## config.mk

```make
export PLATFORM = sky130hd
export DESIGN_NAME = dqp_front
export DESIGN_NICKNAME = d
export VERILOG_FILES = /design/src/rtl/core/dqp_pkg.sv /design/src/rtl/core/dqp_front.sv
export SDC_FILE = /design/constraint.sdc
export NUM_CORES = 1
export LEC_CHECK = 0
export BUFFER_PORTS_ARGS = -buffer_cell sky130_fd_sc_hd__buf_2
export CORE_MARGIN = 1
export CORE_UTILIZATION = 52
export CTS_BUF_LIST = sky130_fd_sc_hd__clkbuf_2 sky130_fd_sc_hd__clkbuf_4 sky130_fd_sc_hd__clkbuf_8
export CTS_CLUSTER_SIZE = 25
export DETAILED_ROUTE_END_ITERATION = 7
export PLACE_DENSITY = 0.83
export SLEW_MARGIN = 30
export SYNTH_ARGS = -nofsm -noshare
export SYNTH_HDL_FRONTEND = slang
export SYNTH_SLANG_ARGS = --single-unit
export TNS_END_PERCENT = 5
```

## constraint.sdc

```tcl
create_clock -name clk_i -period 2 [get_ports clk_i]
set_input_delay 0.1 -clock clk_i [delete_from_list [all_inputs] [get_ports clk_i]]
set_output_delay 0.1 -clock clk_i [all_outputs]
set_load 0.02 [all_outputs]
```

## src/rtl/core/dqp_pkg.sv

```systemverilog
// ----------------------------------------------------------------------------
// DNS query parser package
// Shared constants, types and record builders for the DNS query parser.
// ----------------------------------------------------------------------------
package dqp_pkg;

  // Message store and pointer walk sizing.
  localparam int PACKET_BYTES     = 512;
  localparam int MAX_POINTER_HOPS = 16;
  localparam int ADDR_W           = $clog2(PACKET_BYTES);
  localparam int CNT_W            = $clog2(PACKET_BYTES + 1);
  localparam int HOP_W            = $clog2(MAX_POINTER_HOPS + 1);
  localparam int POS_W            = 15;

  // Item queue between the front and the back.
  localparam int IQ_DEPTH = 4;
  localparam int IQ_PTR_W = 2;

  // Result queue inside the back.
  localparam int OQ_DEPTH = 4;
  localparam int OQ_PTR_W = 2;

  localparam logic [15:0] POS_MAX     = 16'hFFFF;
  localparam logic [15:0] HEADER_LEN  = 16'd12;

  typedef enum logic [1:0] {
    KIND_HEADER   = 2'd0,
    KIND_QUESTION = 2'd1,
    KIND_END      = 2'd2
  } kind_e;

  typedef enum logic [2:0] {
    ST_OK             = 3'd0,
    ST_TRUNC_KEPT     = 3'd1,
    ST_TRUNC_DROPPED  = 3'd2,
    ST_BAD_LABEL      = 3'd3,
    ST_BAD_PTR_KEPT   = 3'd4,
    ST_BAD_PTR_DROPPED = 3'd5
  } status_e;

  typedef enum logic [3:0] {
    PH_HEADER,
    PH_LHEAD,
    PH_LBODY,
    PH_PLOW,
    PH_QT_HI,
    PH_QT_LO,
    PH_QC_HI,
    PH_QC_LO,
    PH_WAIT
  } phase_e;

  typedef enum logic [1:0] {
    BK_IDLE,
    BK_WFETCH,
    BK_WCHECK,
    BK_WLOW
  } back_state_e;

  // One classified input byte as it travels from the front to the back.
  typedef struct packed {
    logic [7:0]        data;
    logic              last;
    logic              store;
    logic [ADDR_W-1:0] addr;
    logic [15:0]       pos;
  } item_t;

  // One result record.
  typedef struct packed {
    kind_e       kind;
    logic [15:0] word_a;
    logic [15:0] word_b;
    logic [15:0] word_c;
    logic [15:0] word_d;
    logic [15:0] word_e;
    logic        qr_bit;
    logic [3:0]  opcode;
    logic [3:0]  aa_tc_rd_ra;
    logic [2:0]  z_bits;
    logic [3:0]  rcode;
    status_e     status;
  } rec_t;

  // Builds an end record with the given status.
  function automatic rec_t end_rec(input status_e st);
    rec_t r;
    r        = '0;
    r.kind   = KIND_END;
    r.status = st;
    return r;
  endfunction

  // Builds a header record from the twelve header bytes, first byte on top.
  function automatic rec_t header_rec(input logic [95:0] hb);
    rec_t r;
    r             = '0;
    r.kind        = KIND_HEADER;
    r.word_a      = hb[95:80];
    r.word_b      = hb[63:48];
    r.word_c      = hb[47:32];
    r.word_d      = hb[31:16];
    r.word_e      = hb[15:0];
    r.qr_bit      = hb[79];
    r.opcode      = hb[78:75];
    r.aa_tc_rd_ra = hb[74:71];
    r.z_bits      = hb[70:68];
    r.rcode       = hb[67:64];
    r.status      = ST_OK;
    return r;
  endfunction

endpackage

```

## src/rtl/core/dqp_front.sv

```systemverilog
// ----------------------------------------------------------------------------
// DNS query parser front
// Accepts message bytes, tracks the byte offset and classifies each item.
// ----------------------------------------------------------------------------
module dqp_front (
  input  logic           clk_i,
  input  logic           rst_ni,
  input  logic           in_valid_i,
  output logic           in_ready_o,
  input  logic [7:0]     data_byte_i,
  input  logic           last_byte_i,
  input  logic           full_i,
  output logic           push_o,
  output dqp_pkg::item_t item_o
);
  import dqp_pkg::*;

  logic [15:0] pos_q, pos_d;
  logic [15:0] pos_after;

  assign in_ready_o = !full_i;
  assign push_o     = in_valid_i && !full_i;

  // The offset saturates so that very long messages keep a stable length.
  always_comb begin
    pos_after = (pos_q == POS_MAX) ? pos_q : pos_q + 16'd1;
    pos_d     = last_byte_i ? '0 : pos_after;
    item_o.data  = data_byte_i;
    item_o.last  = last_byte_i;
    item_o.store = (pos_q < 16'(PACKET_BYTES));
    item_o.addr  = pos_q[ADDR_W-1:0];
    item_o.pos   = pos_after;
  end

  always_ff @(posedge clk_i or negedge rst_ni) begin
    if (!rst_ni) begin
      pos_q <= '0;
    end else if (push_o) begin
      pos_q <= pos_d;
    end
  end

endmodule

```

==> out/results.tsv <==
metric	value	unit
grt.busiest_layer	met2	
result_of_the_run	finished, final reports clean	
synth_simple_gate_area_share	0.299	
synth_area_per_cell	8.30	µm²
async_flop_share	1.00	
cp_data_arrival_time	1.85	ns
dp_worst_setup_slack	0.233	ns
cts.path.max_buffers	2	
antenna_left	0	
synth.mux.area_fraction	0.0148	
timing.critical_path.from_type	register	
drc_errors	0	
final-max-slew-violation-count	0	
grt_setup_unrepaired	true	
synth-xor-area-share	0.0549	
wl_per_cell	16.7	µm
clock_sink_count	16	
initial_core_util	0.564	
path_category_of_the_worst_min_delay_check	in2reg	
place_hpwl	2590	µm
fin_cells	218	
io_pins	50	
cts_tree	yes	
gp_congestion	0.908	
cp_max_fo	10	
post-layout-total-power	0.000798	W
pin_count_of_the_biggest_net_entering_global_routing	18	
netlist_top_cells_area	sky130_fd_sc_hd__dfrtp_1 (28%), sky130_fd_sc_hd__buf_4 (9.9%), sky130_fd_sc_hd__nand3_1 (5.6%)	
critical_path_required	1.90	ns
netlist_instances	173	
worst_skew_pair.late_latency	0.29	ns
postRouteWirelength	3630	µm
post_synth_most_frequent_cells	sky130_fd_sc_hd__buf_4 (19), sky130_fd_sc_hd__dfrtp_1 (16), sky130_fd_sc_hd__nand3_1 (16)	
synth-seq-area-share	0.279	
yosys.cell_count.top_type	sky130_fd_sc_hd__buf_4	
path_buf_inv	2	
crit_path_max_incr_delay	0.49	ns
ir_worst_vdd	0.412	mV
grt_util_met1	0.363	
area_growth	12.6	%
list_of_cells_traversed_by_the_critical_path	and4_1, nand4_1, buf_6, nand3_1, xnor2_1, buf_4	
grt_first_pass_wirelength	5660	µm
ys_ff_latch	16	
placed_cells_incl_taps	212	
via_per_inst	6.45	
worst_path_dominant_cell_family	simple AND/OR/NAND/NOR gates	
largest-register	pos_q	
worst_clock_skew	0.0118	ns
globalRoute.totalOverflow	0	
clock_tree.root_cell	sky130_fd_sc_hd__clkbuf_4	
synth-compound-area-share	0.187	
finalHoldViolations	0	
setup_ws	0.0464	ns
initialDrtViolationCount	52	
detailroute.via_count	1407	
synth_nets	187	
floorplan.core_area	2540	µm²
grt_use_met2	0.411	
finalCriticalPeriod	1.95	ns
largestRegisters	pos_q x16	
post_synth_fa_ha_maj_area_fraction	0.00872	
tightestPinTransition	0.393	ns
yosys_most_used_dff	sky130_fd_sc_hd__dfrtp_1	
h_tree_level_count	1	
antenna_cells	0	
final-setup-viol-count	0	
yosys_warnings	0	
largest_register_ffs	16	
number_of_synthesized_flops_with_an_enable_pin	0	
cap_viol_max_count	0	
final_layout_size_suffix_gt1_frac	0.378	
synth.lib_cells_used.distinct	47	
floorplan.die.height	54.5	µm
cts_inserted_buffers	3	
design.final.nets	204	
synth_top_cell_by_area	sky130_fd_sc_hd__dfrtp_1	
grtUsageTotal	0.265	
maxSlewHeadroom	0.736	
period_share	0.977	
number_of_antenna_violations_at_the_first_check_in_global_routing	0	
cellPowerDensity	494	nW/µm²
die_width	54.5	µm
crit_slowest_cell	sky130_fd_sc_hd__dfrtp_2	
grt.met3_usage	0.0361	
p_leak	0.732	nW
dominant_combinational_cell_family_by_area_after_synthesis	simple AND/OR/NAND/NOR gates	
post_synthesis_cell_area	1440	µm²
max_freq	0.512	GHz
row_count	18	
io_buffers	33	
firstDrtPassIters	4	
type_of_the_setup_path_with_the_least_slack	reg2out	
die-area	2970	µm²
clk_pin_slew_worst_paths	0.11	ns
synth_top_area_frac	0.279	
vias_in_the_first_global_route	1220	
setup.worst_path.end_class	output pin	
timing repair:
item | in CTS | in global routing
endpoints found under the setup margin | 11 | 16
gates cloned | 0 | 0
resized for setup | 7 | 16
pin swaps | 0 | 3
hold endpoints to repair | 16 | 0
buffers inserted | 0 | 2
hold buffers | 1 | 0
per-stage QoR:
step | utilization | TNS, ns | hold WS (ns) | instance area (µm²)
floorplan | - | 0 | -0.196 | 1440
global placement | 0.588 | 0 | 0.0347 | 1500
detailed placement | 0.588 | 0 | 0.0394 | 1500
CTS | 0.608 | -0.0214 | 0.182 | 1550
global route | 0.635 | -0.250 | 0.195 | 1620
finish | 0.635 | 0 | 0.190 | 1620
worst reg2reg max path, delay by kind of cell (launching register included):
family | cells | cell delay, ns
and+or+nand+nor | 3 | 0.61
DFF | 1 | 0.49
AOI/OAI and AO/OA | 1 | 0.27
buffers and inverters | 1 | 0.20
power breakdown:
group,switching (W),internal [W]
Clock,0.000112,0.0000700
Sequential,0.0000336,0.000342
Combinational,0.000147,0.0000939
Total,0.000292,0.000506
placed cells by master (no fill, tap or decap), types with 2 or more instances in the layout:
master	instances
sky130_fd_sc_hd__buf_2	29
sky130_fd_sc_hd__nand3_1	15
sky130_fd_sc_hd__buf_4	13
sky130_fd_sc_hd__nor2_1	10
sky130_fd_sc_hd__nand2_1	10
sky130_fd_sc_hd__dfrtp_2	9
sky130_fd_sc_hd__xnor2_1	8
sky130_fd_sc_hd__a21oi_1	7
sky130_fd_sc_hd__nand4_1	7
sky130_fd_sc_hd__dfrtp_1	7
sky130_fd_sc_hd__nor3_1	6
sky130_fd_sc_hd__inv_1	5
sky130_fd_sc_hd__and4_1	4
sky130_fd_sc_hd__o21ai_0	4
sky130_fd_sc_hd__o31ai_1	4
sky130_fd_sc_hd__nor4_1	3
sky130_fd_sc_hd__clkbuf_4	3
sky130_fd_sc_hd__nand4_4	2
sky130_fd_sc_hd__nor3_2	2
sky130_fd_sc_hd__a31oi_1	2
sky130_fd_sc_hd__and2_1	2
sky130_fd_sc_hd__o21a_1	2
sky130_fd_sc_hd__nor4_4	2
sky130_fd_sc_hd__a31o_2	2
sky130_fd_sc_hd__o311ai_0	2
sky130_fd_sc_hd__a41o_1	2
path summary, 6_finish.rpt:
path | cells after the start | startpoint | endpoint | slack (ns)
setup / recovery | 6 | pos_q[4]$_DFFE_PN0P_ | item_o[5] | 0.05
hold / removal | 2 | last_byte_i | pos_q[1]$_DFFE_PN0P_ | 0.19
setup reg to reg | 5 | pos_q[8]$_DFFE_PN0P_ | pos_q[0]$_DFFE_PN0P_ | 0.31
hold reg to reg | 1 | pos_q[11]$_DFFE_PN0P_ | pos_q[11]$_DFFE_PN0P_ | 0.58
max in group asynchronous | 2 | rst_ni | pos_q[2]$_DFFE_PN0P_ | 1.47
min in group asynchronous | 2 | rst_ni | pos_q[15]$_DFFE_PN0P_ | 0.23
layer usage:
layer,share of wire,wire [µm]
met3,0.066,240
met2,0.49,1780
met5,0,0
met1,0.43,1570
met4,0.013,47
cell type report:
| type | instances | area [µm²] |
|---|---|---|
| clock buffers | 3 | 22.5 |
| fillers | 222 | 930 |
| inverters | 6 | 22.5 |
| multi-input cells | 119 | 857 |
| flip-flops and latches | 16 | 412 |
| well taps | 30 | 37.5 |
| repair buffers | 44 | 264 |
kinds of logic after synthesis:
group                    after synthesis
adder cells (fa/ha/maj)                1
flip-flops                            16
AO/OA/AOI/OAI                         36
multiplexers                           2
XOR/XNOR                               9
buffers and inverters                 38
AND/OR/NAND/NOR                       71
(Power assumes the default switching activity.)
