### config.mk
export PLATFORM = sky130hd
export DESIGN_NAME = dqp_fifo
export DESIGN_NICKNAME = d
export VERILOG_FILES = /design/src/rtl/core/dqp_pkg.sv /design/src/rtl/core/dqp_fifo.sv
export SDC_FILE = /design/constraint.sdc
export NUM_CORES = 1
export LEC_CHECK = 0
export ABC_AREA = 1
export BUFFER_PORTS_ARGS = -buffer_cell sky130_fd_sc_hd__buf_2
export CAP_MARGIN = 10
export CELL_PAD_IN_SITES_DETAIL_PLACEMENT = 1
export CELL_PAD_IN_SITES_GLOBAL_PLACEMENT = 2
export CORE_ASPECT_RATIO = 2
export CORE_MARGIN = 4
export CORE_UTILIZATION = 40
export CTS_CLUSTER_DIAMETER = 80
export DETAILED_ROUTE_END_ITERATION = 16
export GPL_TIMING_DRIVEN = 0
export PLACE_DENSITY = 0.85
export SETUP_SLACK_MARGIN = 0.2
export SYNTH_ARGS = -nofsm -noshare
export SYNTH_HDL_FRONTEND = slang
export SYNTH_SLANG_ARGS = --single-unit
### constraint.sdc
create_clock -name clk_i -period 2.1 [get_ports clk_i]
set_input_delay 0.21 -clock clk_i [delete_from_list [all_inputs] [get_ports clk_i]]
set_output_delay 0.21 -clock clk_i [all_outputs]
set_load 0.05 [all_outputs]
### src/rtl/core/dqp_pkg.sv
// ----------------------------------------------------------------------------
// DNS query parser package
// Shared constants, types and record builders for the DNS query parser.
// ----------------------------------------------------------------------------
package dqp_pkg;

  // Message store and pointer walk sizing.
  localparam int PACKET_BYTES     = 512;
  localparam int MAX_POINTER_HOPS = 16;
  localparam int ADDR_W           = $clog2(PACKET_BYTES);
  localparam int CNT_W            = $clog2(PACKET_BYTES + 1);
  localparam int HOP_W            = $clog2(MAX_POINTER_HOPS + 1);
  localparam int POS_W            = 15;

  // Item queue between the front and the back.
  localparam int IQ_DEPTH = 4;
  localparam int IQ_PTR_W = 2;

  // Result queue inside the back.
  localparam int OQ_DEPTH = 4;
  localparam int OQ_PTR_W = 2;

  localparam logic [15:0] POS_MAX     = 16'hFFFF;
  localparam logic [15:0] HEADER_LEN  = 16'd12;

  typedef enum logic [1:0] {
    KIND_HEADER   = 2'd0,
    KIND_QUESTION = 2'd1,
    KIND_END      = 2'd2
  } kind_e;

  typedef enum logic [2:0] {
    ST_OK             = 3'd0,
    ST_TRUNC_KEPT     = 3'd1,
    ST_TRUNC_DROPPED  = 3'd2,
    ST_BAD_LABEL      = 3'd3,
    ST_BAD_PTR_KEPT   = 3'd4,
    ST_BAD_PTR_DROPPED = 3'd5
  } status_e;

  typedef enum logic [3:0] {
    PH_HEADER,
    PH_LHEAD,
    PH_LBODY,
    PH_PLOW,
    PH_QT_HI,
    PH_QT_LO,
    PH_QC_HI,
    PH_QC_LO,
    PH_WAIT
  } phase_e;

  typedef enum logic [1:0] {
    BK_IDLE,
    BK_WFETCH,
    BK_WCHECK,
    BK_WLOW
  } back_state_e;

  // One classified input byte as it travels from the front to the back.
  typedef struct packed {
    logic [7:0]        data;
    logic              last;
    logic              store;
    logic [ADDR_W-1:0] addr;
    logic [15:0]       pos;
  } item_t;

  // One result record.
  typedef struct packed {
    kind_e       kind;
    logic [15:0] word_a;
    logic [15:0] word_b;
    logic [15:0] word_c;
    logic [15:0] word_d;
    logic [15:0] word_e;
    logic        qr_bit;
    logic [3:0]  opcode;
    logic [3:0]  aa_tc_rd_ra;
    logic [2:0]  z_bits;
    logic [3:0]  rcode;
    status_e     status;
  } rec_t;

  // Builds an end record with the given status.
  function automatic rec_t end_rec(input status_e st);
    rec_t r;
    r        = '0;
    r.kind   = KIND_END;
    r.status = st;
    return r;
  endfunction

  // Builds a header record from the twelve header bytes, first byte on top.
  function automatic rec_t header_rec(input logic [95:0] hb);
    rec_t r;
    r             = '0;
    r.kind        = KIND_HEADER;
    r.word_a      = hb[95:80];
    r.word_b      = hb[63:48];
    r.word_c      = hb[47:32];
    r.word_d      = hb[31:16];
    r.word_e      = hb[15:0];
    r.qr_bit      = hb[79];
    r.opcode      = hb[78:75];
    r.aa_tc_rd_ra = hb[74:71];
    r.z_bits      = hb[70:68];
    r.rcode       = hb[67:64];
    r.status      = ST_OK;
    return r;
  endfunction

endpackage

### src/rtl/core/dqp_fifo.sv
// ----------------------------------------------------------------------------
// DNS query parser item queue
// Short first-in first-out queue of classified items between front and back.
// ----------------------------------------------------------------------------
module dqp_fifo (
  input  logic          clk_i,
  input  logic          rst_ni,
  input  logic          push_i,
  input  dqp_pkg::item_t push_item_i,
  output logic          full_o,
  input  logic          pop_i,
  output logic          valid_o,
  output dqp_pkg::item_t head_o
);
  import dqp_pkg::*;

  item_t               mem_q [IQ_DEPTH];
  logic [IQ_PTR_W-1:0] wp_q, rp_q;
  logic [IQ_PTR_W:0]   cnt_q;

  assign full_o  = (cnt_q == (IQ_PTR_W + 1)'(IQ_DEPTH));
  assign valid_o = (cnt_q != '0);
  assign head_o  = mem_q[rp_q];

  // Storage needs no reset.
  always_ff @(posedge clk_i) begin
    if (push_i) begin
      mem_q[wp_q] <= push_item_i;
    end
  end

  // Pointers and fill count.
  always_ff @(posedge clk_i or negedge rst_ni) begin
    if (!rst_ni) begin
      wp_q  <= '0;
      rp_q  <= '0;
      cnt_q <= '0;
    end else begin
      if (push_i) begin
        wp_q <= wp_q + 1'b1;
      end
      if (pop_i) begin
        rp_q <= rp_q + 1'b1;
      end
      if (push_i && !pop_i) begin
        cnt_q <= cnt_q + 1'b1;
      end else if (pop_i && !push_i) begin
        cnt_q <= cnt_q - 1'b1;
      end
    end
  end

endmodule

==> out/metrics.yaml, run 1 <==
post-route-period-util_pct: 94.3
arrival_ps: 1770
viasPerCell: 4.95
dp.cells: 728
cts_tree: "yes"
num_io_pins: 76
cts.sinks: 147
ant_nets: 0
die_h_um: 181
grt_pass1_vias: 4198
nFillCells: 1513
clock_skew_ps: 5.24
setup_ws_ps: 121
hold_class: "primary input to flop"
path_max_fanout: 10
path_cells: "buf_6 > buf_12 > buf_12 > o211ai_1 > nand2_1 > buf_6"
worst_pin_slew_ps: 908
antenna_found_initial: 0
dieArea_um2: 17100
dr.pass1.iters: 4
port_buffers: 75
syn_nets: 502
hold_violations: 0
fmax_mhz: 505
slowest_stage: "dfrtp_1"
cp.required_ps: 1890
start_kind: "flop"
antenna_cells: 0
gp_congestion: 0.712
post-place-ws_ps: 251
drive_gt1_share_pct: 25.4
yosysSeqAreaShare_pct: 73.0
cpPeakStageDelay_ps: 380
drt_iter0_drc: 188
path_delay_family: "buffers and inverters"
wl_per_cell_um: 19.1
grt_pass1_wl_mm: 22.5
path_class: "flop to output pin"
synth_cell_types: 20
fin_crit_ps: 1980
max_slew_margin_pct: 39.4
cp.buffers_inverters: 4
p_leak_uw: 0.00317
cts_buffer_depth: 2
power_density_nw_per_um2: 1750
std_cell_rows: 63
finalNonFillerCells: 773
htree_levels: 4
peakVddDrop_mv: 0.757
overflow: 0
syn_inst: 457
root_buffer: "clkbuf_16"
status: "finished, final reports clean"
initial_core_util_pct: 40.7
synthesis.area_um2: 6000
drcViolationCount: 0
final_cell_mix: "edfxtp_1, nand2_1, inv_1, o211ai_1, buf_2"
tns_ps: 0
setup_viol: 0
synthToLayoutAreaGrowth_pct: 28.9
grt_max_degree: 36
wirelength_mm: 14.7
avgSynthCellArea_um2: 13.1
clk_latency_ps: 420
nets: 611
numCtsBuffers: 17
num_vias: 3825
end_kind: "output pin"
layout_commonest_cell: "edfxtp_1"
synth_seq_cells: 147
rsz0062_at_grt: "yes"
drv_slew: 0
hpwl_mm: 9.43
drv_cap: 0
clkSlewWorstSetupHoldPaths_ps: 60
core_area_um2: 14700
grt_use_total_pct: 17.8
yosysWarnings: 0
fp.dieW_um: 94.6
-- cell usage after synthesis (all sizes together) --
cell type,count,area (µm²)
o21ai,1,5.00
ha,5,62.6
nor2,1,3.75
nand4,1,6.26
nand2,119,447
edfxtp,140,4200
nand3,1,5.00
clkbuf,1,3.75
fa,1,20.0
xor2,3,26.3
inv,82,308
o211ai,70,536
buf,23,185
nor3,1,5.00
xnor2,1,8.76
dfrtp,7,175
-- final timing paths --
check	slack [ps]	to	cells after the start	startpoint
worst max register to register	330	mem_q[3][14]	3	wp_q[0]
worst max-delay path	120	head_o[14]	6	rp_q[0]
max in group asynchronous	1760	rp_q[0]	2	rst_ni
worst min register to register	470	cnt_q[2]	2	cnt_q[2]
worst min-delay path	10	mem_q[2][20]	1	push_item_i[20]
min in group asynchronous	170	wp_q[0]	2	rst_ni
-- logic make-up after synthesis --
kind of cell	synth area share [%]
DFF	73.0
and+or+nand+nor	7.78
buffers and inverters	8.28
AOI/OAI and AO/OA	9.01
adders and majority gates	1.38
xor gates and xnor gates	0.584
-- final cells by class --
| cell class | instances | area, µm² | share of cell area, % |
|---|---|---|---|
| Sequential cell | 147 | 4380 | 56.6 |
| Multi-Input combinational cell | 204 | 1150 | 14.9 |
| Timing Repair Buffer | 90 | 813 | 10.5 |
| Clock buffer | 17 | 425 | 5.50 |
| Inverter | 82 | 318 | 4.11 |
| Buffer | 24 | 267 | 3.45 |
| Tap cell | 195 | 244 | 3.15 |
| Clock inverter | 14 | 139 | 1.80 |
-- metal layers --
metal  routed length (µm)  track usage [%]
met2                 8800             33.7
met4                  222             5.67
met3                  459             4.04
met5                    0                0
met1                 5250             18.9
-- worst register-to-register path: cells and delay by family (launching register included) --
family / cells / cell delay (ps)
AND/OR/NAND/NOR: 1 / 70
buffers and inverters: 1 / 670
flip-flops: 1 / 420
adder cells (fa/ha/maj): 1 / 200
-- timing repair --
| action | CTS | global route |
|---|---|---|
| endpoints found under the setup margin | 35 | 102 |
| gates resized for setup | 65 | 39 |
| pin swaps | 17 | 50 |
| buffers inserted | 2 | 0 |
| hold buffers | 6 | 2 |
| cloned | 0 | 4 |
| endpoints found under the hold margin | 26 | 5 |
-- flip-flops by register name, summed over array words and instances, names as in the netlist --
| name | count |
|---|---|
| wp_q | 2 |
| mem_q | 140 |
| cnt_q | 3 |
| rp_q | 2 |
-- report_power, final --
part / switching, µW / internal [µW] / total (µW)
registers: 178 / 3850 / 4030
clock network: 1130 / 1730 / 2860
logic: 4340 / 2320 / 6660
total: 5650 / 7900 / 13600
-- stage by stage --
stage,hold slack (ps),utilization (%),cell area (µm²),power (µW)
finish,13.9,52.5,7730,13600
global route,0.223,52.5,7730,14200
CTS,0.389,50.8,7480,13100
detailed placement,64.9,45.1,6650,9580
global placement,61.6,44.9,6620,9390
floorplan,-85.6,-,6000,8000
No activity file was read; power rests on OpenSTA's default activity.
==> inputs of run 2 (changes only) <==
--- a/config.mk
+++ b/config.mk
@@ -9,14 +9,14 @@
 export BUFFER_PORTS_ARGS = -buffer_cell sky130_fd_sc_hd__buf_2
 export CAP_MARGIN = 10
 export CELL_PAD_IN_SITES_DETAIL_PLACEMENT = 1
-export CELL_PAD_IN_SITES_GLOBAL_PLACEMENT = 2
+export CELL_PAD_IN_SITES_GLOBAL_PLACEMENT = 1
 export CORE_ASPECT_RATIO = 2
 export CORE_MARGIN = 4
-export CORE_UTILIZATION = 40
+export CORE_UTILIZATION = 45
 export CTS_CLUSTER_DIAMETER = 80
 export DETAILED_ROUTE_END_ITERATION = 16
 export GPL_TIMING_DRIVEN = 0
-export PLACE_DENSITY = 0.85
+export PLACE_DENSITY = 0.81
 export SETUP_SLACK_MARGIN = 0.2
 export SYNTH_ARGS = -nofsm -noshare
 export SYNTH_HDL_FRONTEND = slang
==> run 2 against run 1 <==
Net effect: routed wire length grew 16%; core utilization is 8.4 points higher; critical path type unchanged; die area is 10% lower; worst hold slack better by 1.4 ps; setup slack lost 25 ps; first-iteration DRC count rose by 35%; clock skew grew 2.6 ps.
==> out/metrics.yaml, run 2 (same netlist as run 1, synthesis figures left out) <==
port_buffers: 75  # unchanged
die_h_um: 171  # -5.5%
drt_iter0_drc: 253  # +35%
grt_use_total_pct: 23.6  # +5.8 points
fp.dieW_um: 89.7  # -5.2%
switchingPower_uw: 5930  # +5.1%
root_buffer: "clkbuf_16"
hold_end: "mem_q[0][23]"
num_io_pins: 76  # unchanged
layout_commonest_cell: "edfxtp_1"
nets: 626  # +2.5%
post-route-period-util_pct: 95.4  # +1.2 points
seqPwrFrac_pct: 28.4  # -1.4 points
clk_latency_ps: 420  # about the same
hpwl_mm: 9.48  # +0.56%
arrival_ps: 1790  # +20 ps
hp-start: "push_item_i[23]"
grt_pass1_vias: 4687  # +12%
drive_gt1_share_pct: 24.9  # -0.52 points
wirelength_mm: 17.0  # +16%
std_cell_rows: 59  # -6.3%
overflow: 0  # unchanged
synthToLayoutAreaGrowth_pct: 32.4
r2r_start: "wp_q[0]"
cts.sinks: 147  # unchanged
path_class: "flop to output pin"
core_area_um2: 13100  # -11%
cp.required_ps: 1890  # about the same
status: "finished, final reports clean"
largest_register: "mem_q"
numCtsBuffers: 17  # unchanged
clkPwrFrac_pct: 23.0  # +1.9 points
start_kind: "flop"
max_slew_margin_pct: 62.9  # +23 points
finalNonFillerCells: 748  # -3.2%
pwr-share-comb_pct: 48.6  # -0.6 points
initial_core_util_pct: 45.9  # +5.2 points
drcViolationCount: 0  # unchanged
setup_viol: 0  # unchanged
r2r_setup_slack_ps: 490  # +160 ps
grt_max_degree: 36  # unchanged
worst_pin_slew_ps: 557  # -352 ps
p_sw_share_pct: 41.4  # -0.27 points
power_density_nw_per_um2: 1800  # +2.9%
antenna_found_initial: 0  # unchanged
drv_cap: 0  # unchanged
regToRegEndpoint: "mem_q[0][10]"
dieArea_um2: 15400  # -10%
reg_top3: "mem_q (140), cnt_q (3)"
reg2reg_depth: 4  # +1
viasPerCell: 5.42  # +9.5%
peakVddDrop_mv: 1.23  # +62%
whs_path_depth: 1  # unchanged
gp_congestion: 0.730  # +2.6%
path_max_fanout: 10  # unchanged
post-place-ws_ps: 261  # +10.3 ps
ant_nets: 0  # unchanged
clkSlewWorstSetupHoldPaths_ps: 60  # about the same
hold_violations: 0  # unchanged
finalPower_uw: 14300  # +5.7%
hold_class: "primary input to flop"
rsz0062_at_grt: "yes"
end_kind: "output pin"
nFillCells: 1271  # -16%
p_leak_uw: 0.00327  # +3.3%
setup_ws_ps: 95.9  # -24.8 ps
final_cell_mix: "edfxtp_1, nand2_1, inv_1, o211ai_1, buf_6"
p_int_uw: 8400  # +6.2%
htree_levels: 4  # unchanged
num_vias: 4052  # +5.9%
wl_per_cell_um: 22.8  # +20%
dr.pass1.iters: 5  # +1
cts_buffer_depth: 2  # unchanged
fmax_mhz: 499  # -1.2%
largest_reg_flops: 140  # unchanged
grt_pass1_wl_mm: 26.0  # +16%
drv_slew: 0  # unchanged
cts_tree: "yes"
clock_skew_ps: 7.79  # +2.55 ps
dp.cells: 685  # -5.9%
fin_crit_ps: 2000  # +24.8 ps
-- run 2: final cells by class --
| class | instances | area (µm²) | area share (%) |
|---|---|---|---|
| flip-flops and latches | 147 | 4380 | 55.1 |
| multi-input cells | 204 | 1140 | 14.4 |
| repair buffers | 105 | 975 | 12.3 |
| clock buffers | 19 | 433 | 5.45 |
| inverters | 82 | 320 | 4.03 |
| plain buffers | 24 | 292 | 3.67 |
| clock inverters | 13 | 209 | 2.63 |
| well taps | 152 | 190 | 2.39 |
| diodes | 2 | 5.00 | 0.0630 |
-- run 2: power groups by stage --
stage / Clock (µW) / Sequential (µW) / Combinational, µW
finish: 3300 / 4060 / 6970
CTS: 3320 / 4060 / 6840
global route: 3490 / 4100 / 7330
global placement: 0 / 4070 / 5280
floorplan: 0 / 4040 / 3960
detailed placement: 0 / 4100 / 5440
-- run 2: timing repair --
| action | in CTS | in global routing |
|---|---|---|
| buffers inserted | 2 | 0 |
| hold buffers | 22 | 1 |
| setup endpoints to repair | 35 | 132 |
| gates cloned | 3 | 1 |
| gates resized for setup | 108 | 11 |
| endpoints found under the hold margin | 90 | 4 |
| pin swaps | 75 | 25 |
-- run 2: routing by layer --
metal | global-route usage, % | vias to the layer above | routed length [µm]
met1 | 25.3 | 2050 | 6100
met4 | 10.4 | 0 | 567
met2 | 42.7 | 134 | 9750
li1 | - | 1828 | -
met5 | 0 | - | 0
met3 | 5.66 | 40 | 634
-- run 2: worst max-delay path by stage --
| stage | start | end | slack [ps] |
|---|---|---|---|
| 6_report | rp_q[0] | head_o[11] | 100 |
| 5_1_grt | rp_q[0] | head_o[11] | -3 |
| 4_1_cts | rp_q[0] | head_o[32] | 100 |
| 3_5_place_dp | wp_q[0] | mem_q[0][2] | 260 |
| 3_3_place_gp | wp_q[0] | mem_q[2][2] | -240 |
| 2_1_floorplan | wp_q[0] | mem_q[2][0] | 360 |
-- run 2: through the flow --
| step | TNS, ps | utilization, % | hold WS, ps | area (µm²) |
|---|---|---|---|---|
| final | 0 | 60.8 | 15.2 | 7950 |
| after global routing | -2.94 | 60.8 | 4.58 | 7940 |
| after CTS | 0 | 60.3 | 0.00669 | 7880 |
| after detailed placement | 0 | 50.4 | 68.7 | 6590 |
| after global placement | -29780 | 50.3 | 59.0 | 6570 |
| after floorplan | 0 | - | -85.6 | 6000 |
-- run 2: worst max-delay path: stages (launching register included) --
cell,delay [ps]
dfrtp_1,380
buf_6,140
buf_6,130
buf_8,130
o211ai_1,230
nand2_1,170
buf_6,190
==> inputs of run 3 (changes only) <==
--- a/config.mk
+++ b/config.mk
@@ -7,7 +7,7 @@
 export LEC_CHECK = 0
 export ABC_AREA = 1
 export BUFFER_PORTS_ARGS = -buffer_cell sky130_fd_sc_hd__buf_2
-export CAP_MARGIN = 10
+export CAP_MARGIN = 20
 export CELL_PAD_IN_SITES_DETAIL_PLACEMENT = 1
 export CELL_PAD_IN_SITES_GLOBAL_PLACEMENT = 1
 export CORE_ASPECT_RATIO = 2
@@ -16,6 +16,7 @@
 export CTS_CLUSTER_DIAMETER = 80
 export DETAILED_ROUTE_END_ITERATION = 16
 export GPL_TIMING_DRIVEN = 0
+export HOLD_SLACK_MARGIN = 0.02
 export PLACE_DENSITY = 0.81
 export SETUP_SLACK_MARGIN = 0.2
 export SYNTH_ARGS = -nofsm -noshare
==> run 3 against run 2 <==
Net effect: final cell count grew 1.7%; register-to-register slack barely moved; core utilization rose by 0.92 points; sequential share of layout area decreased by 0.82 points; total power is essentially flat; critical path depth increased by 1.
==> out/metrics.yaml, run 3 (same netlist as run 1, synthesis figures left out) <==
hold_violations: 0  # unchanged
grt_use_total_pct: 24.2  # +0.57 points
peakVddDrop_mv: 1.18  # -4.1%
rsz0062_at_grt: "yes"
core_area_um2: 13100  # unchanged
reg_top3: "mem_q (140), cnt_q (3)"
grt_pass1_wl_mm: 26.6  # +2.2%
status: "finished, final reports clean"
cp.buffers_inverters: 4  # unchanged
nets: 638  # +1.9%
path_class: "flop to output pin"
tns_ps: 0  # unchanged
viasPerCell: 5.35  # -1.3%
cts_buffer_depth: 2  # unchanged
nFillCells: 1273  # +0.16%
fmax_mhz: 497  # -0.32%
drt_iter0_drc: 229  # -9.5%
fp.dieW_um: 89.7  # unchanged
htree_levels: 4  # unchanged
setup_viol: 0  # unchanged
slowest_stage: "dfrtp_1"
end_kind: "output pin"
num_io_pins: 76  # unchanged
drcViolationCount: 0  # unchanged
arrival_ps: 1800  # about the same
die_h_um: 171  # unchanged
synthToLayoutAreaGrowth_pct: 34.4
antenna_found_initial: 0  # unchanged
p_leak_uw: 0.00332  # +1.5%
wl_per_cell_um: 22.9  # +0.61%
post-place-ws_ps: 261  # unchanged
finalCoreUtilization_pct: 61.7  # +0.92 points
gp_congestion: 0.730  # unchanged
dr.pass1.iters: 4  # -1
path_delay_family: "buffers and inverters"
clock_skew_ps: 7.20  # -0.589 ps
initial_core_util_pct: 45.9  # unchanged
wirelength_mm: 17.4  # +2.4%
fin_crit_ps: 2010  # +6.37 ps
drv_cap: 0  # unchanged
overflow: 0  # unchanged
cts.sinks: 147  # unchanged
post-route-period-util_pct: 95.7  # +0.30 points
path_max_fanout: 10  # unchanged
numCtsBuffers: 17  # unchanged
cts_tree: "yes"
cp.required_ps: 1890  # about the same
ant_nets: 0  # unchanged
path_common_cell: "buf_6"
grt_pass1_vias: 4737  # +1.1%
layout_commonest_cell: "edfxtp_1"
cpPeakStageDelay_ps: 390  # about the same
std_cell_rows: 59  # unchanged
clkSlewWorstSetupHoldPaths_ps: 60  # about the same
clk_latency_ps: 420  # about the same
drive_gt1_share_pct: 24.3  # -0.66 points
hpwl_mm: 9.48  # unchanged
drv_slew: 0  # unchanged
largest_reg_flops: 140  # unchanged
port_buffers: 75  # unchanged
num_vias: 4070  # +0.44%
start_kind: "flop"
root_buffer: "clkbuf_16"
largest_register: "mem_q"
max_slew_margin_pct: 62.0  # -0.84 points
path_cells: "buf_6 > buf_12 > buf_8 > nand2_4 > o211ai_1 > nand2_1 > buf_6"
finalPower_uw: 14300  # about the same
worst_pin_slew_ps: 569  # +12.6 ps
setup_ws_ps: 89.5  # -6.37 ps
hold_class: "primary input to flop"
dieArea_um2: 15400  # unchanged
final_cell_mix: "edfxtp_1, nand2_1, inv_1, o211ai_1"
power_density_nw_per_um2: 1780  # -1.4%
grt_max_degree: 36  # unchanged
==> run 3: cell count changes in the layout (fill, tap and decap cells not counted) <==
cell           delta
nand2_4           +1
buf_8             +3
clkbuf_16         -1
diode_2           +1
buf_4             +1
buf_6             -4
dlygate4sd3_1    +13
nand2_2           -1
==> run 3: path summary, 6_finish.rpt <==
check                                start      endpoint  slack, ps  cells past startpoint
setup / recovery                   rp_q[0]    head_o[32]         90                      7
hold / removal             push_item_i[11]  mem_q[2][11]         60                      1
setup reg to reg                   wp_q[1]   mem_q[1][6]        490                      4
hold reg to reg                   cnt_q[2]      cnt_q[2]        540                      2
max in group asynchronous           rst_ni       rp_q[0]       1760                      2
min in group asynchronous           rst_ni      cnt_q[2]        160                      2
==> run 3: timing repair <==
item                                    in CTS  in global routing
endpoints found under the hold margin      144                  0
endpoints found under the setup margin      35                134
gates cloned                                 3                  0
hold buffers                                36                  0
pin swaps                                   75                 20
setup buffers                                2                  0
resized for setup                          108                 14
==> run 3: area by class of cell <==
class | count | area [µm²] | share of cell area, %
Tap cell | 152 | 190 | 2.36
Clock inverter | 13 | 209 | 2.59
Timing Repair Buffer | 117 | 1080 | 13.3
Buffer | 24 | 303 | 3.75
Multi-Input combinational cell | 204 | 1150 | 14.3
Inverter | 82 | 320 | 3.97
Clock buffer | 19 | 433 | 5.37
Antenna cell | 3 | 7.51 | 0.0931
Sequential cell | 147 | 4380 | 54.3
==> run 3: metrics by stage <==
step	hold slack, ps	cell area (µm²)	std cells
6_report	61.0	8070	761
5_1_grt	40.9	8060	758
4_1_cts	23.1	8020	758
3_5_place_dp	68.7	6590	685
3_3_place_gp	59.0	6570	684
2_1_floorplan	-85.6	6000	457
==> run 3: per-layer routing <==
metal	up-vias	track usage, %	part of all wire, %
li1	1856	-	-
met1	2081	26.3	36
met2	99	43.6	59
met3	34	5.80	2.8
met4	0	9.92	2.7
met5	-	0	0
==> run 3: power by group <==
group	switching (µW)	total [µW]	internal, µW
combinational	4520	6950	2430
clock	1210	3320	2110
sequential	215	4070	3860
total	5950	14300	8390
